<file path="src/sv/beo_pkg.sv">
`timescale 1ns / 1ps
// ============================================================================
// beo_pkg
// Shared constants for the back-EMF rotor angle observer: register map,
// gain widths and the CORDIC arctangent table.
// ============================================================================
package beo_pkg;

    // configuration port
    localparam int APB_ADDR_W = 3;
    localparam int APB_DATA_W = 32;

    // register index, taken from paddr[2]
    localparam logic REG_DECAY_GAIN = 1'b0;
    localparam logic REG_INPUT_GAIN = 1'b1;

    // gain register widths
    localparam int DECAY_W = 15;
    localparam int GAIN_W  = 16;

    // output angle, 32768 equals pi
    localparam int ANGLE_W   = 16;
    localparam int ANGLE_MAX = 16384;

    // angle accumulator width, pi equals 2^31
    localparam int Z_W = 34;

    // atan(2^-i) with pi equals 2^31
    localparam int ATAN_DEPTH = 24;
    localparam logic [31:0] ATAN_TAB [ATAN_DEPTH] = '{
        32'd536870912, 32'd316933406, 32'd167458907, 32'd85004756,
        32'd42667331,  32'd21354465,  32'd10679838,  32'd5340245,
        32'd2670163,   32'd1335087,   32'd667544,    32'd333772,
        32'd166886,    32'd83443,     32'd41722,     32'd20861,
        32'd10430,     32'd5215,      32'd2608,      32'd1304,
        32'd652,       32'd326,       32'd163,       32'd81
    };

endpackage

</file>
<file path="src/sv/beo_lane.sv">
`timescale 1ns / 1ps
// ============================================================================
// beo_lane
// One axis of the observer: predicts the current from the previous sample,
// then forms the new back-EMF as prediction minus measurement. Keeps the
// previous current, voltage and back-EMF of its axis.
// ============================================================================
module beo_lane
    import beo_pkg::*;
#(
    parameter int SAMPLE_WIDTH = 16
)
(
    input  logic                           clk,
    input  logic                           rst_n,
    input  logic                           start,
    input  logic [DECAY_W-1:0]             decay_gain,
    input  logic [GAIN_W-1:0]              input_gain,
    input  logic signed [SAMPLE_WIDTH-1:0] current,
    input  logic signed [SAMPLE_WIDTH-1:0] volt,
    output logic signed [SAMPLE_WIDTH-1:0] emf,
    output logic                           emf_valid
);

    localparam int SW    = SAMPLE_WIDTH;
    localparam int D_W   = SW + 1;
    localparam int PF_W  = SW + DECAY_W + 1;
    localparam int PG_W  = D_W + GAIN_W + 1;
    localparam int ACC_W = SW + 22;

    localparam logic signed [ACC_W-1:0] RND_HALF = ACC_W'(16384);
    localparam logic signed [ACC_W-1:0] ACC_MAX  = ACC_W'({1'b0, {(SW-1){1'b1}}});
    localparam logic signed [ACC_W-1:0] ACC_MIN  = ~ACC_MAX;
    localparam logic signed [D_W-1:0]   D_MAX    = D_W'({1'b0, {(SW-1){1'b1}}});
    localparam logic signed [D_W-1:0]   D_MIN    = ~D_MAX;

    logic signed [SW-1:0]    prev_cur_reg;
    logic signed [SW-1:0]    prev_volt_reg;
    logic signed [SW-1:0]    prev_emf_reg;
    logic signed [SW-1:0]    meas_reg;
    logic signed [PF_W-1:0]  prod_f_reg;
    logic signed [PG_W-1:0]  prod_g_reg;
    logic signed [SW-1:0]    pred_reg;
    logic                    s1_reg;
    logic                    s2_reg;
    logic                    s3_reg;

    logic signed [DECAY_W:0] kf_s;
    logic signed [GAIN_W:0]  kg_s;
    logic signed [D_W-1:0]   drive;
    logic signed [PF_W-1:0]  prod_f_next;
    logic signed [PG_W-1:0]  prod_g_next;
    logic signed [ACC_W-1:0] acc;
    logic signed [ACC_W-1:0] acc_shr;
    logic signed [SW-1:0]    pred_next;
    logic signed [D_W-1:0]   diff;
    logic signed [SW-1:0]    emf_next;

    // stage 1: the two gain products
    always_comb
    begin
        kf_s        = signed'({1'b0, decay_gain});
        kg_s        = signed'({1'b0, input_gain});
        drive       = D_W'(prev_volt_reg) - D_W'(prev_emf_reg);
        prod_f_next = PF_W'(kf_s) * PF_W'(prev_cur_reg);
        prod_g_next = PG_W'(kg_s) * PG_W'(drive);
    end

    // stage 2: sum, round to nearest and saturate the prediction
    always_comb
    begin
        acc     = ACC_W'(prod_f_reg) + (ACC_W'(prod_g_reg) <<< 3) + RND_HALF;
        acc_shr = acc >>> 15;
        if (acc_shr > ACC_MAX)
        begin
            pred_next = ACC_MAX[SW-1:0];
        end
        else if (acc_shr < ACC_MIN)
        begin
            pred_next = ACC_MIN[SW-1:0];
        end
        else
        begin
            pred_next = acc_shr[SW-1:0];
        end
    end

    // stage 3: back-EMF is prediction minus measurement, saturated
    always_comb
    begin
        diff = D_W'(pred_reg) - D_W'(meas_reg);
        if (diff > D_MAX)
        begin
            emf_next = D_MAX[SW-1:0];
        end
        else if (diff < D_MIN)
        begin
            emf_next = D_MIN[SW-1:0];
        end
        else
        begin
            emf_next = diff[SW-1:0];
        end
    end

    // axis state and stage valids
    always_ff @(posedge clk or negedge rst_n)
    begin
        if (!rst_n)
        begin
            prev_cur_reg  <= '0;
            prev_volt_reg <= '0;
            prev_emf_reg  <= '0;
            s1_reg        <= 1'b0;
            s2_reg        <= 1'b0;
            s3_reg        <= 1'b0;
        end
        else
        begin
            s1_reg <= start;
            s2_reg <= s1_reg;
            s3_reg <= s2_reg;
            if (start)
            begin
                prev_cur_reg  <= current;
                prev_volt_reg <= volt;
            end
            if (s2_reg)
            begin
                prev_emf_reg <= emf_next;
            end
        end
    end

    // datapath registers
    always_ff @(posedge clk)
    begin
        if (start)
        begin
            prod_f_reg <= prod_f_next;
            prod_g_reg <= prod_g_next;
            meas_reg   <= current;
        end
        if (s1_reg)
        begin
            pred_reg <= pred_next;
        end
    end

    assign emf       = prev_emf_reg;
    assign emf_valid = s3_reg;

endmodule

</file>
<file path="config.mk">
export PLATFORM = sky130hd
export DESIGN_NAME = beo_lane
export DESIGN_NICKNAME = d
export VERILOG_FILES = /design/src/sv/beo_pkg.sv /design/src/sv/beo_lane.sv
export SDC_FILE = /design/constraint.sdc
export NUM_CORES = 1
export LEC_CHECK = 0
export BUFFER_PORTS_ARGS = -buffer_cell sky130_fd_sc_hd__buf_4
export CAP_MARGIN = 20
export CORE_MARGIN = 2
export CORE_UTILIZATION = 50
export DETAILED_ROUTE_END_ITERATION = 10
export PLACE_DENSITY = 0.66
export SYNTH_ARGS = -nofsm -noshare
export SYNTH_HDL_FRONTEND = slang
export SYNTH_SLANG_ARGS = --single-unit
</file>
<file path="constraint.sdc">
create_clock -name clk -period 15.8 [get_ports clk]
set_clock_uncertainty 0.15 [all_clocks]
set_input_delay 0.79 -clock clk [delete_from_list [all_inputs] [get_ports clk]]
set_output_delay 0.79 -clock clk [all_outputs]
set_load 0.05 [all_outputs]
</file>
# == After elaboration in Yosys (flattened, before gate mapping) ==
# Cells that the tools add are included.
# W data, S select, Z words.
# word_totals
register_bits,149
latch_bits,0
ram_bits,0
mem_bits_ro,0
inputBits,66
output_inout_bits,17
elab_cells,23
mem_count,0
# classes
add_sub_neg,4
n_mul,2
div_mod_pow,0
order_cmp,4
n_eq_ne,0
shifts,0
mux,3
bitwise,0
n_reduce_logical,0
# ops
cell,count
$mux W16,3
$add A32 B37 Y38,1
$add A38 B16 Y38 const B,1
$mul A17 B17 Y34,1
$sub A16 B16 Y17,2
$mul A16 B16 Y32,1
$gt A23 B16 Y1 const B,1
$lt A23 B16 Y1 const B,1
$gt A17 B16 Y1 const B,1
$lt A17 B16 Y1 const B,1

# == Depth between registers and ports, before layout ==
# depth
depth_word,4
depth_mapped,36
ltp_nobuf,35

# == Worst setup path after synthesis ==
# Ideal clock, no wire load.
# synth_path
kind,flip-flop to flip-flop
startpoint,register prev_emf_reg[0] (netlist: emf[0])
endpoint,"register prod_g_reg[32], data pin"
t_arrival_ps,8047
setup_slack_ps,7334
path_stages_with_launch,33
synth_period_minus_slack_ps,8466
path_cell_list,dfrtp_1 -> ha_1 -> fa_1 -> nor2b_1 -> o21ai_1 -> a21boi_0 -> o21ai_1 -> a21boi_0 -> o21ai_1 -> a21oi_1 -> nor2_1 -> xnor2_1 -> clkbuf_1 -> nand2_1 -> fa_1 -> inv_1 -> fa_1 -> fa_1 -> fa_1 -> fa_1 -> inv_1 -> fa_1 -> inv_1 -> ha_1 -> nand3_1 -> nor2_1 -> and2_1 -> a221o_1 -> a311o_1 -> a31o_2 -> a21oi_1 -> o31ai_1 -> xor2_1
# synth_between
elab_chain_len,2
# synth_rtl
item,line_no,source
from (decl),beo_lane.sv:39,logic signed [SW-1:0] prev_emf_reg;
from (signal assigned),beo_lane.sv:130,prev_emf_reg <= emf_next;
$sub A16 B16 Y17,beo_lane.sv:64,drive = D_W'(prev_volt_reg) - D_W'(prev_emf_reg);
$mul A17 B17 Y34,beo_lane.sv:66,prod_g_next = PG_W'(kg_s) * PG_W'(drive);
via prod_g_next[32],beo_lane.sv:52,logic signed [PG_W-1:0] prod_g_next;
to (signal assigned),beo_lane.sv:141,prod_g_reg <= prod_g_next;
to (decl),beo_lane.sv:42,logic signed [PG_W-1:0] prod_g_reg;
# The timed path passes the listed nets, and every way through them passes these cells.
# A chain may end at the register's enable or synchronous reset.

# == Worst setup path after layout ==
# layout_path
startpoint,register prev_emf_reg[1] (netlist: emf[1])
endpoint,"register prod_g_reg[29], data pin"
# Same word-level chain as after synthesis.

==> impl_metrics.csv <==
group,metric,value,unit
layout,drive_above_1_share,0.06835,
detailed_routing,top_layer,"met4",
layout,final_nets,3641,
placement,routabilityCongestion,0.8795,
floorplanning,die_width,234.0,um
worst_setup_path,endpoint_kind,"flop",
clock_network,h-tree-depth,4,
placement,detailed_place_hpwl,52.45,mm
clock_network,post_cts_buffers,0,
worst_setup_path,critPathKind,"reg -> reg",
detailed_routing,drt.antenna.violating_nets,0,
worst_setup_path,startpoint,"emf[1]$_DFFE_PN0P_",
clock_network,cts-resized-gates,0,
sta,drv_slew,0,
logic_synthesis,synth-seq-area-share,0.1562,
sta,fmaxAchievable,108.8,MHz
global_route,grt_max_degree,68,
clock_network,cts.sinks,146,
worst_setup_path,crit_family,"adder cells",
logic_synthesis,synth_top_cell_by_area,"fa_1",
run,max_cap_viol_count,0,
floorplanning,fp.dieArea,54740,um^2
layout,largest_reg_flops,34,
worst_setup_path,cp_common_cell,"fa_1",
logic_synthesis,ys_warn_count,0,
global_route,grt-ovfl-total,0,
worst_setup_path,r2r_start,"emf[1]$_DFFE_PN0P_",
worst_setup_path,cp_max_fo,16,
logic_synthesis,syn_area,26440,um^2
sta,worst_pin_slew,1122,ps
floorplanning,io_pins,83,
logic_synthesis,synth_xor_xnor_area_share,0.03313,
placement,dp_slack,6844,ps
detailed_routing,viasPerCell,5.576,
clock_network,hold_buffers,0,
detailed_routing,dr_wl_met2,32.39,mm
logic_synthesis,netlist_top_cells_area,"fa_1 (30%), ha_1 (16%), edfxtp_1 (11%), inv_1 (7.8%), dfrtp_1 (4.8%)",
global_route,grt_usage,0.2557,
logic_synthesis,synth-compound-area-share,0.09696,
sta,final.setup.tns,0,ps
clock_network,ctsLongestPathBuffers,2,
detailed_routing,wl_met3,3.682,mm
worst_setup_path,cp.required,15830,ps
sta,slew_headroom,0.2505,
sta,hold_violations,0,
placement,port_buffers,82,
logic_synthesis,syn_inst,2835,
worst_setup_path,crit_slowest_cell,"nand4_1",
logic_synthesis,yosys-mux-area-fraction,0.01316,
sta,timing.hold.ws,247.8,ps
sta,grt_setup_unrepaired,"no",
detailed_routing,wl,65.61,mm
layout,area_growth,6.890,%
logic_synthesis,synth_flop_cell,"edfxtp_1",
detailed_routing,dr_total_vias,19751,
sta,period_share,0.5819,
outcome,outcome,"finished clean",
worst_setup_path,worst-path-buf-inv,4,
global_route,antenna_found_initial,1,
logic_synthesis,synth_edf_count,95,
detailed_routing,post_drt_wl_per_cell,18.52,um
global_route,first_global_vias,21101,
logic_synthesis,synth_cell_types,80,
logic_synthesis,synth-seq-cells,146,
worst_setup_path,cp_data_arrival_time,9230,ps
floorplanning,rows,84,
detailed_routing,drt_iter0_drc,1382,
hold_path,hp-class,"in -> async",
logic_synthesis,synth_top_family_by_area,"adder cells",
detailed_routing,dr.pass1.iters,6,
sta,finalSetupViolations,0,
logic_synthesis,synth_fa_ha_area_frac,0.4596,
clock_network,cts_tree,"done",
worst_setup_path,max_stage_delay,590,ps
clock_network,clock_latency,460,ps
clock_network,numCtsBuffers,17,
detailed_routing,drt-met1-wl,28.05,mm
logic_synthesis,syn-num-nets,3636,
floorplanning,fp.dieH,234.0,um
logic_synthesis,yosysTopAreaCellShare,0.2960,
sta,period_minus_slack,9193,ps
logic_synthesis,async_flop_share,0.3493,
clock_network,clk_pin_slew_worst_paths,60,ps
worst_setup_path,worst_setup_path_start_kind,"flop",
floorplanning,core-area,52450,um^2
floorplanning,start_util,0.5042,
logic_synthesis,synthSimpleGateAreaFrac,0.1454,
logic_synthesis,syn_avg_cell_area,9.326,um^2
detailed_routing,drc,0,
clock_network,root_buffer,"clkbuf_16",
global_route,grt_pass1_wl,109.9,mm
sta,worst_slack,6607,ps
[metal layers]
layer / vias to the layer above / GRT usage
li1: 9116 / -
met1: 9951 / 0.3401
met2: 581 / 0.4379
met3: 103 / 0.03563
met4: 0 / 0.06982
met5: - / 0
[worst paths after layout]
check / to / cells past startpoint / slack (ps)
max: prod_g_reg[29]$_DFFE_PP_ / 32 / 6610
min: prev_cur_reg[5]$_DFFE_PN0P_ / 1 / 250
max reg2reg: prod_g_reg[29]$_DFFE_PP_ / 32 / 6610
min reg2reg: prev_volt_reg[8]$_DFFE_PN0P_ / 1 / 380
max in group asynchronous: prev_volt_reg[1]$_DFFE_PN0P_ / 1 / 14780
min in group clk: meas_reg[3]$_DFFE_PP_ / 1 / 370
[final cells by class]
class | count | area [um^2]
repair buffers | 101 | 758.2
diodes | 1 | 2.502
well taps | 688 | 860.8
inverters | 553 | 2076
multi-input cells | 2021 | 19780
clock buffers | 18 | 429.2
clock inverters | 14 | 222.7
fillers | 4740 | 24180
flip-flops and latches | 146 | 4129
[cell usage in the layout (no fill, tap or decap), drive strengths merged, types with 31 or more instances in the layout]
master and instances:
a21o 42, a21oi 90, and2 174, buf 101, dfrtp 51, edfxtp 95, fa 391, ha 344
inv 557, nand2 319, nand3 55, nor2 74, nor2b 38, nor3 31, o21ai 87, xnor2 64
xor2 36
[metrics by stage]
stage	area [um^2]	std cells	utilization
after floorplan	26440	2835	-
after global placement	27600	3508	0.5263
after detailed placement	27610	3509	0.5264
after CTS	28260	3541	0.5388
after global routing	28260	3542	0.5389
final	28260	3542	0.5389
[cells in the mapped netlist, types with 6 or more instances]
| cell | instances |
|---|---|
| o21ai_1 | 18 |
| ha_1 | 344 |
| o2111ai_1 | 6 |
| a21o_1 | 42 |
| o311ai_0 | 15 |
| xnor2_1 | 64 |
| o21ai_2 | 12 |
| nor2b_1 | 38 |
| clkbuf_1 | 111 |
| a2111oi_0 | 9 |
| a31oi_1 | 12 |
| nand2b_1 | 21 |
| a21oi_1 | 88 |
| or3_1 | 14 |
| a211oi_1 | 12 |
| o21ai_0 | 57 |
| and3_1 | 30 |
| and2_1 | 174 |
| nand4_1 | 8 |
| o21bai_1 | 16 |
| fa_1 | 391 |
| xor2_1 | 36 |
| o21a_1 | 10 |
| edfxtp_1 | 95 |
| o211ai_1 | 15 |
| nand2_1 | 318 |
| nor3_1 | 31 |
| mux2_2 | 30 |
| dfrtp_1 | 51 |
| nor2_1 | 74 |
| inv_1 | 552 |
| nand3_1 | 54 |
[cell families (layout without fill, tap and decap cells)]
logic type,Yosys count,after routing
flip-flops,146,146
AND/OR/NAND/NOR,782,782
other,0,1
XOR/XNOR,100,100
multiplexers,31,31
adder cells (fa/ha/maj),737,737
AO/OA/AOI/OAI,371,371
buffers and inverters,668,686
Power is not shown: default switching activity piles up to over one toggle a cycle in this logic, so the estimate is an artifact.
