**src/sv/beo_pkg.sv**
```systemverilog
`timescale 1ns / 1ps
// ============================================================================
// beo_pkg
// Shared constants for the back-EMF rotor angle observer: register map,
// gain widths and the CORDIC arctangent table.
// ============================================================================
package beo_pkg;

    // configuration port
    localparam int APB_ADDR_W = 3;
    localparam int APB_DATA_W = 32;

    // register index, taken from paddr[2]
    localparam logic REG_DECAY_GAIN = 1'b0;
    localparam logic REG_INPUT_GAIN = 1'b1;

    // gain register widths
    localparam int DECAY_W = 15;
    localparam int GAIN_W  = 16;

    // output angle, 32768 equals pi
    localparam int ANGLE_W   = 16;
    localparam int ANGLE_MAX = 16384;

    // angle accumulator width, pi equals 2^31
    localparam int Z_W = 34;

    // atan(2^-i) with pi equals 2^31
    localparam int ATAN_DEPTH = 24;
    localparam logic [31:0] ATAN_TAB [ATAN_DEPTH] = '{
        32'd536870912, 32'd316933406, 32'd167458907, 32'd85004756,
        32'd42667331,  32'd21354465,  32'd10679838,  32'd5340245,
        32'd2670163,   32'd1335087,   32'd667544,    32'd333772,
        32'd166886,    32'd83443,     32'd41722,     32'd20861,
        32'd10430,     32'd5215,      32'd2608,      32'd1304,
        32'd652,       32'd326,       32'd163,       32'd81
    };

endpackage

```
**src/sv/beo_cordic.sv**
```systemverilog
`timescale 1ns / 1ps
// ============================================================================
// beo_cordic
// Merging stage: turns the alpha and beta back-EMF into the rotor angle
// atan(-emf_alpha / emf_beta) by CORDIC vectoring, one iteration per cycle.
// ============================================================================
module beo_cordic
    import beo_pkg::*;
#(
    parameter int SAMPLE_WIDTH = 16,
    parameter int CORDIC_STEPS = 16
)
(
    input  logic                           clk,
    input  logic                           rst_n,
    input  logic                           start,
    input  logic signed [SAMPLE_WIDTH-1:0] emf_alpha,
    input  logic signed [SAMPLE_WIDTH-1:0] emf_beta,
    output logic                           done,
    output logic signed [ANGLE_W-1:0]      angle
);

    localparam int SW    = SAMPLE_WIDTH;
    localparam int XY_W  = SW + 4;
    localparam int CNT_W = $clog2(CORDIC_STEPS);
    localparam int TAB_W = $clog2(ATAN_DEPTH);

    localparam logic [CNT_W-1:0] CNT_LAST = CNT_W'(CORDIC_STEPS - 1);

    localparam logic signed [Z_W-1:0] Z_HALF = Z_W'(32768);
    localparam logic signed [Z_W-1:0] Z_LIM  = Z_W'(ANGLE_MAX);
    localparam logic signed [Z_W-1:0] Z_NLIM = -Z_LIM;

    localparam logic signed [ANGLE_W-1:0] ANG_POS = ANGLE_W'(ANGLE_MAX);
    localparam logic signed [ANGLE_W-1:0] ANG_NEG = -ANG_POS;

    // sequencer codes
    localparam logic [1:0] ST_IDLE = 2'd0;
    localparam logic [1:0] ST_RUN  = 2'd1;
    localparam logic [1:0] ST_FIN  = 2'd2;

    logic [1:0]                 state_reg;
    logic [CNT_W-1:0]           cnt_reg;
    logic                       done_reg;
    logic signed [XY_W-1:0]     x_reg;
    logic signed [XY_W-1:0]     y_reg;
    logic signed [Z_W-1:0]      z_reg;
    logic signed [ANGLE_W-1:0]  angle_reg;

    logic signed [XY_W-1:0]     mag_b;
    logic signed [XY_W-1:0]     y_init;
    logic signed [XY_W-1:0]     dx;
    logic signed [XY_W-1:0]     dy;
    logic signed [XY_W-1:0]     x_next;
    logic signed [XY_W-1:0]     y_next;
    logic signed [Z_W-1:0]      step_ang;
    logic signed [Z_W-1:0]      z_next;
    logic signed [Z_W-1:0]      z_rnd;
    logic signed [ANGLE_W-1:0]  special;
    logic signed [ANGLE_W-1:0]  final_ang;

    // starting vector: beta magnitude on x, alpha folded on y, both times 4
    always_comb
    begin
        if (emf_beta < 0)
        begin
            mag_b  = -XY_W'(emf_beta);
            y_init = XY_W'(emf_alpha);
        end
        else
        begin
            mag_b  = XY_W'(emf_beta);
            y_init = -XY_W'(emf_alpha);
        end
    end

    // zero beta gives plus or minus pi/2, or zero when alpha is zero too
    always_comb
    begin
        if (emf_alpha < 0)
        begin
            special = ANG_POS;
        end
        else if (emf_alpha > 0)
        begin
            special = ANG_NEG;
        end
        else
        begin
            special = '0;
        end
    end

    // one vectoring iteration with floor shifts
    always_comb
    begin
        dx       = y_reg >>> cnt_reg;
        dy       = x_reg >>> cnt_reg;
        step_ang = Z_W'(ATAN_TAB[TAB_W'(cnt_reg)]);
        if (y_reg >= 0)
        begin
            x_next = x_reg + dx;
            y_next = y_reg - dy;
            z_next = z_reg + step_ang;
        end
        else
        begin
            x_next = x_reg - dx;
            y_next = y_reg + dy;
            z_next = z_reg - step_ang;
        end
    end

    // round the accumulated angle and clamp to plus or minus pi/2
    always_comb
    begin
        z_rnd = (z_reg + Z_HALF) >>> 16;
        if (z_rnd > Z_LIM)
        begin
            final_ang = ANG_POS;
        end
        else if (z_rnd < Z_NLIM)
        begin
            final_ang = ANG_NEG;
        end
        else
        begin
            final_ang = z_rnd[ANGLE_W-1:0];
        end
    end

    // sequencer
    always_ff @(posedge clk or negedge rst_n)
    begin
        if (!rst_n)
        begin
            state_reg <= ST_IDLE;
            cnt_reg   <= '0;
            done_reg  <= 1'b0;
        end
        else
        begin
            done_reg <= 1'b0;
            unique case (state_reg)
                ST_IDLE:
                begin
                    cnt_reg <= '0;
                    if (start)
                    begin
                        if (emf_beta == 0)
                        begin
                            done_reg <= 1'b1;
                        end
                        else
                        begin
                            state_reg <= ST_RUN;
                        end
                    end
                end
                ST_RUN:
                begin
                    if (cnt_reg == CNT_LAST)
                    begin
                        state_reg <= ST_FIN;
                    end
                    else
                    begin
                        cnt_reg <= cnt_reg + 1'b1;
                    end
                end
                ST_FIN:
                begin
                    done_reg  <= 1'b1;
                    state_reg <= ST_IDLE;
                end
                default:
                begin
                    state_reg <= ST_IDLE;
                end
            endcase
        end
    end

    // vector and angle registers
    always_ff @(posedge clk)
    begin
        if (state_reg == ST_IDLE && start)
        begin
            x_reg     <= mag_b <<< 2;
            y_reg     <= y_init <<< 2;
            z_reg     <= '0;
            angle_reg <= special;
        end
        else if (state_reg == ST_RUN)
        begin
            x_reg <= x_next;
            y_reg <= y_next;
            z_reg <= z_next;
        end
        else if (state_reg == ST_FIN)
        begin
            angle_reg <= final_ang;
        end
    end

    assign done  = done_reg;
    assign angle = angle_reg;

endmodule

```
**config.mk**
```make
export PLATFORM = sky130hd
export DESIGN_NAME = beo_cordic
export DESIGN_NICKNAME = d
export VERILOG_FILES = /design/src/sv/beo_pkg.sv /design/src/sv/beo_cordic.sv
export SDC_FILE = /design/constraint.sdc
export NUM_CORES = 1
export LEC_CHECK = 0
export BUFFER_PORTS_ARGS = -buffer_cell sky130_fd_sc_hd__clkbuf_2
export CAP_MARGIN = 20
export CORE_MARGIN = 2
export CORE_UTILIZATION = 46
export DETAILED_ROUTE_END_ITERATION = 16
export PLACE_DENSITY = 0.71
export SLEW_MARGIN = 40
export SYNTH_ARGS = -nofsm -noshare
export SYNTH_HDL_FRONTEND = slang
export SYNTH_SLANG_ARGS = --single-unit
```
**constraint.sdc**
```tcl
create_clock -name clk -period 6.2 [get_ports clk]
set_clock_uncertainty 0.1 [all_clocks]
set_input_delay 1.24 -clock clk [delete_from_list [all_inputs] [get_ports clk]]
set_output_delay 1.24 -clock clk [all_outputs]
set_load 0.05 [all_outputs]
```
# Word level (Yosys, flattened, before mapping)
# Memories as Yosys holds them, arrays and structs flattened.
# Cells that the tools add are included.
dict set report word_totals {
  register_bits 97
  in_bits 35
  word_cells 74
  mem_bits_ro 1024
  output_inout_bits 17
  memories 1
}
# name depth width rd rd_clocked_by_memory_dff write_ports line
set memory_table {}
lappend memory_table {{(name not given)} 32 32 1 0 0 beo_cordic.sv:99} ;# step_ang = Z_W'(ATAN_TAB[TAB_W'(cnt_reg)]);
dict set report op_classes {
  reduce_logical 9
  n_bitwise 1
  shifts 2
  add_sub_neg 10
  muxes 27
  order_cmp 7
  eq_ne 8
}
# op count
set ops {}
lappend ops {{2-to-1 mux 20 bit} 6}
lappend ops {{2-to-1 mux 16 bit} 7}
lappend ops {{2-to-1 mux 32 bit} 2}
lappend ops {{adder 20 bit} 2}
lappend ops {{>>> shifter 20 x 4 -> 20 bit} 2}
lappend ops {{subtractor 20 bit} 2}
lappend ops {{2-to-1 mux 18 bit} 2}
lappend ops {{negator 16 -> 18 bit} 2}
lappend ops {{adder 34 x 17 -> 34 bit, second input constant} 1}
lappend ops {{adder 34 x 33 -> 34 bit} 1}
lappend ops {{2-to-1 mux 34 bit} 1}
lappend ops {{subtractor 34 x 33 -> 34 bit} 1}
lappend ops {{zero test 32 bit} 1}
lappend ops {{less-than comparator 16 x 1 -> 1 bit, second input constant} 2}
lappend ops {{greater-or-equal comparator 20 x 1 -> 1 bit, second input constant} 1}
lappend ops {{> comparator 18 x 16 -> 1 bit, second input constant} 1}
lappend ops {{less-than comparator 18 x 15 -> 1 bit, second input constant} 1}
lappend ops {{> comparator 16 x 1 -> 1 bit, second input constant} 1}
lappend ops {{inequality test 2 bit, second input constant} 5}
lappend ops {{case mux 4 bit (2 select lines)} 1}
lappend ops {{greater-or-equal comparator 6 bit, second input constant} 1}
lappend ops {{2-to-1 mux 2 bit} 3}
lappend ops {{inverter 4 -> 6 bit} 1}
lappend ops {{nonzero test 2 bit} 3}
lappend ops {{12 further kinds} 14}

# Logic depth before layout (Yosys ltp)
dict set report logic_depth {
  depth_word 7
  mapped_depth 27
  depth_no_buf 21
}

# Least setup slack after synthesis
# No wires, ideal clock.
dict set report synth_path {
  path_type {reg2reg}
  from {register cnt_reg[1]}
  to {register z_reg[24]}
  setup_time_ns 0.117
  slack_ns 0.563
  n_path_buf 6
  required_time_ns 5.983
  path_stages_with_launch 26
  arrival_time_ns 5.419
  period_less_slack_ns 5.637
  path_cell_list {dfrtp_1 buf_2 inv_2 buf_1 clkbuf_1 ha_1 clkbuf_1 nor2_1 nor3_1 a311oi_1 nand3_1 nor2_1 nand3_1 o31a_1 clkbuf_1 nor2_1 a21oi_1 ha_1 clkbuf_1 nand2_1 or3_1 a211o_1 a21boi_0 o21a_1 o21ai_0 a32o_1}
}
dict set report synth_between {
  elab_chain_cells 6
  elab_cells_between_ends 7
  classes_between {add/sub: 2; mux: 3; bitwise: 1; memory: 1}
}
# item line
set synth_rtl {}
lappend synth_rtl {{from (decl)} beo_cordic.sv:43} ;# logic [CNT_W-1:0] cnt_reg;
lappend synth_rtl {{from (signal assigned)} beo_cordic.sv:168} ;# cnt_reg <= cnt_reg + 1'b1;
lappend synth_rtl {{inverter 4 -> 6 bit (not written as such) (*)} beo_cordic.sv:99}
lappend synth_rtl {{memory (32 x 32 bit) (*)} n/a}
lappend synth_rtl {{2-to-1 mux 32 bit (not written as such) (*) (2 in series)} beo_cordic.sv:99}
lappend synth_rtl {{subtractor 34 x 33 -> 34 bit / adder 34 x 33 -> 34 bit (equally long branches)} {beo_cordic.sv:110, beo_cordic.sv:104}}
lappend synth_rtl {{2-to-1 mux 34 bit (*)} beo_cordic.sv:100} ;# if (y_reg >= 0)
lappend synth_rtl {{to (signal assigned)} beo_cordic.sv:198} ;# z_reg <= z_next;
lappend synth_rtl {{to (decl)} beo_cordic.sv:47} ;# logic signed [Z_W-1:0] z_reg;
# Mark *: on every way between the ends. The rest lies on a longest branch, timed or not. The select of a mux whose other input is x is not followed.
# A chain may end at the register's enable or synchronous reset.

# Final worst setup path
dict set report layout_path {
  from {register cnt_reg[0]}
  to {register x_reg[16], data pin}
}
dict set report layout_between {
  elab_chain_cells 5
  elab_cells_between_ends 6
  classes_between {add/sub: 2; shift: 1; mux: 3}
}
# item line
set layout_rtl {}
lappend layout_rtl {{>>> shifter 20 x 4 -> 20 bit (*)} beo_cordic.sv:97} ;# dx = y_reg >>> cnt_reg;
lappend layout_rtl {{subtractor 20 bit / adder 20 bit (equally long branches)} {beo_cordic.sv:108, beo_cordic.sv:102}}
lappend layout_rtl {{2-to-1 mux 20 bit (*)} beo_cordic.sv:100}
lappend layout_rtl {{2-to-1 mux 20 bit (*)} beo_cordic.sv:194} ;# else if (state_reg == ST_RUN)
lappend layout_rtl {{2-to-1 mux 20 bit (*)} beo_cordic.sv:187} ;# if (state_reg == ST_IDLE && start)
lappend layout_rtl {{to (signal assigned)} beo_cordic.sv:189} ;# x_reg <= mag_b <<< 2;
lappend layout_rtl {{to (signal assigned)} beo_cordic.sv:196} ;# x_reg <= x_next;
lappend layout_rtl {{to (decl)} beo_cordic.sv:45} ;# logic signed [XY_W-1:0] x_reg;
# Marks and branches as above.

==> out/metrics.csv <==
stage;metric;value;unit
worst_hold_path;hold_class;reg -> reg;
clocking;clk_pin_slew;0.09;ns
detailed_routing;wl_per_cell;19.09;microns
global_route;grt_pass1_vias;11050;
clocking;clk_path_buf_depth;2;
worst_setup_path;required;6.20;ns
synthesis;syn_nets;1620;
floorplan;die-area;0.02783;sq mm
worst_setup_path;worst-path-buf-inv;1;
final_layout;n_antenna_cell;0;
worst_setup_path;crit_path_start_kind;flip-flop;
detailed_routing;drtAntennaViolNets;0;
sta;hold_viol_final;0;
floorplan;initial_utilization;46.80;%
clocking;postCtsSetupBuffers;0;
detailed_routing;first_pass_iters;5;
synthesis;avgSynthCellArea;8.163;sq um
floorplan;die_h;166.8;microns
sta;min_period_over_period;93.61;%
worst_setup_path;cp_common_cell;mux2_1;
clocking;clock_latency;0.37;ns
clocking;cts_tree;done;
floorplan;num_io_pins;52;
synthesis;synth.area.top_cells;edfxtp_1 13%, ha_1 9.0%, mux4_2 6.6%, xnor2_1 6.5%, dfxtp_1 6.2%;
detailed_routing;initialDrtViolationCount;1017;
detailed_routing;drc_errors;0;
worst_setup_path;critical-path-top-delay-family;compound AO/OA/AOI/OAI gates;
synthesis;synth_enable_flop_cells;52;
detailed_routing;routed_via_density;6.332;
synthesis;synth_seq_area_share;20.48;%
clocking;hold_buffers;0;
synthesis;postSynthCellCount;1494;
detailed_routing;wirelength;35000;microns
placed_design;globalplace.congestion;0.9713;
floorplan;core-area;0.02606;sq mm
worst_setup_path;crit_type;reg -> reg;
placed_design;dpl_cell_area;0.01273;sq mm
global_route;grt_pass1_wl;57000;microns
synthesis;netlist_area;0.01220;sq mm
clocking;cts.htree.levels;3;
synthesis;ys_types;87;
worst_setup_path;cp_cell_sequence;buf_4, mux2_1, mux4_2, mux2_1, a2111oi_4, or4b_1, nand2_1, o21ai_1, a32o_1, ha_1, and3_1, a221oi_1, nand2b_1, a211oi_1, o21bai_1, a21oi_1, xor2_1, o22ai_1;
sta;period_needed;5.804;ns
final_layout;syn_to_final_growth;6.977;%
synthesis;yosysTopAreaCell;edfxtp_1;
final_layout;drive_above_1_share;12.27;%
sta;finalSetupViolCount;0;
final_layout;final_area;0.01305;sq mm
sta;relSlewSlack;49.39;%
floorplan;row_count;59;
clocking;ctsResizeCount;0;
worst_setup_path;slowest_stage;dfrtp_4;
worst_setup_path;cp.arrival;5.81;ns
final_layout;final_nets;1620;
status;outcome;completed;
clocking;clock-root-buffer;clkbuf_16;
global_route;antenna_found_initial;0;
synthesis;synth_flop_cell;edfxtp_1;
synthesis;yosys_warnings;0;
global_route;grt_usage;24.87;%
clocking;cts-buffers-inserted;9;
detailed_routing;dr_total_vias;11610;
worst_setup_path;crit_fanout;26;
clocking;cts.sinks;97;
placed_design;hpwl;26150;microns
synthesis;synth_top_area_share;12.80;%
sta;tightestPinTransition;0.7584;ns
sta;setup_tns;0;ns
sta;rsz0062_at_grt;no;
worst_setup_path;critical-path-max-stage-delay;0.67;ns
final_layout;largest_reg_flops;34;
floorplan;chipWidth;166.8;microns
final_layout;mostFrequentLayoutCells;165 x nand2_1, 125 x nor2_1, 121 x a21oi_1;
run;cap_violations;0;
synthesis;synth-seq-cells;97;
global_route;grt_max_degree;54;
final_layout;final_common_cell;nand2_1;
synthesis;async_reset_ff_share;7.216;%
worst_setup_path;cp-end-kind;flip-flop;
sta;max_freq;172.3;MHz
sta;drv_slew;0;
global_route;grt_remaining_overflow;0;
placed_design;io_buffer_count;51;
stage by stage:
stage / cells / setup slack (ns) / hold slack [ns] / util (%)
floorplan: 1494 / 0.5631 / 0.3362 / -
global placement: 1818 / 0.4481 / 0.3452 / 48.83
detailed placement: 1818 / 0.4650 / 0.3497 / 48.87
CTS: 1834 / 0.4209 / 0.3616 / 50.06
global route: 1834 / 0.04645 / 0.3802 / 50.06
finish: 1834 / 0.3959 / 0.3608 / 50.06
final cells by class:
class / count / area [sq um]
Fill cell: 2510 / 13010
Multi-Input combinational cell: 1267 / 9186
Sequential cell: 97 / 2505
Timing Repair Buffer: 78 / 470.5
Tap cell: 335 / 419.2
Clock buffer: 9 / 225.2
Inverter: 41 / 153.9
Clock inverter: 7 / 86.33
layer usage:
layer	share of wire [%]	GRT usage, %
met5	0	0
met4	3.8	9.708
met3	7.5	4.159
met2	47	41.83
met1	42	31.88
worst min-delay path, delay by kind of cell (launching register included):
kind               cells  cell delay [ns]
and+or+nand+nor        1             0.05
AOI/OAI and AO/OA      1             0.05
DFF                    1             0.32
cell families (layout without fill, tap and decap cells):
group | Yosys count | count (layout) | share of synthesized area [%]
buf+inv | 130 | 135 | 4.391
xor+xnor | 159 | 159 | 11.53
compound gates | 432 | 432 | 22.69
mux | 109 | 109 | 12.99
simple gates | 476 | 476 | 18.40
flops | 97 | 97 | 20.48
fa+ha+maj | 91 | 91 | 9.521
Yosys cell counts (all sizes together) (22+ instances only):
master and n:
buf 32, o22ai 30, o21ai 99, mux4 36, clkbuf 57, a21o 32
a211oi 22, nor2 128, inv 40, nand3 33, nor3 38, mux2 31
nand2 165, xor2 67, edfxtp 52, dfxtp 38, ha 88, mux2i 42
xnor2 91, a21oi 121
worst paths after layout:
kind	start	to	slack, ns	depth (start not counted)
worst max register to register	cnt_reg[0]$_DFFE_PN0P_	x_reg[16]$_DFFE_PP_	0.40	18
worst min-delay path	z_reg[4]$_SDFFE_PP0P_	z_reg[4]$_SDFFE_PP0P_	0.36	2
max in group asynchronous	rst_n	cnt_reg[0]$_DFFE_PN0P_	5.19	1
min in group asynchronous	rst_n	state_reg[1]$_DFFE_PN0P_	0.60	1
worst min register to register	z_reg[4]$_SDFFE_PP0P_	z_reg[4]$_SDFFE_PP0P_	0.36	2
worst max-delay path	cnt_reg[0]$_DFFE_PN0P_	x_reg[16]$_DFFE_PP_	0.40	18
Power is left out: the tool's default activity adds up to more than one toggle a clock period on the data nets, which glitch-free logic cannot reach.
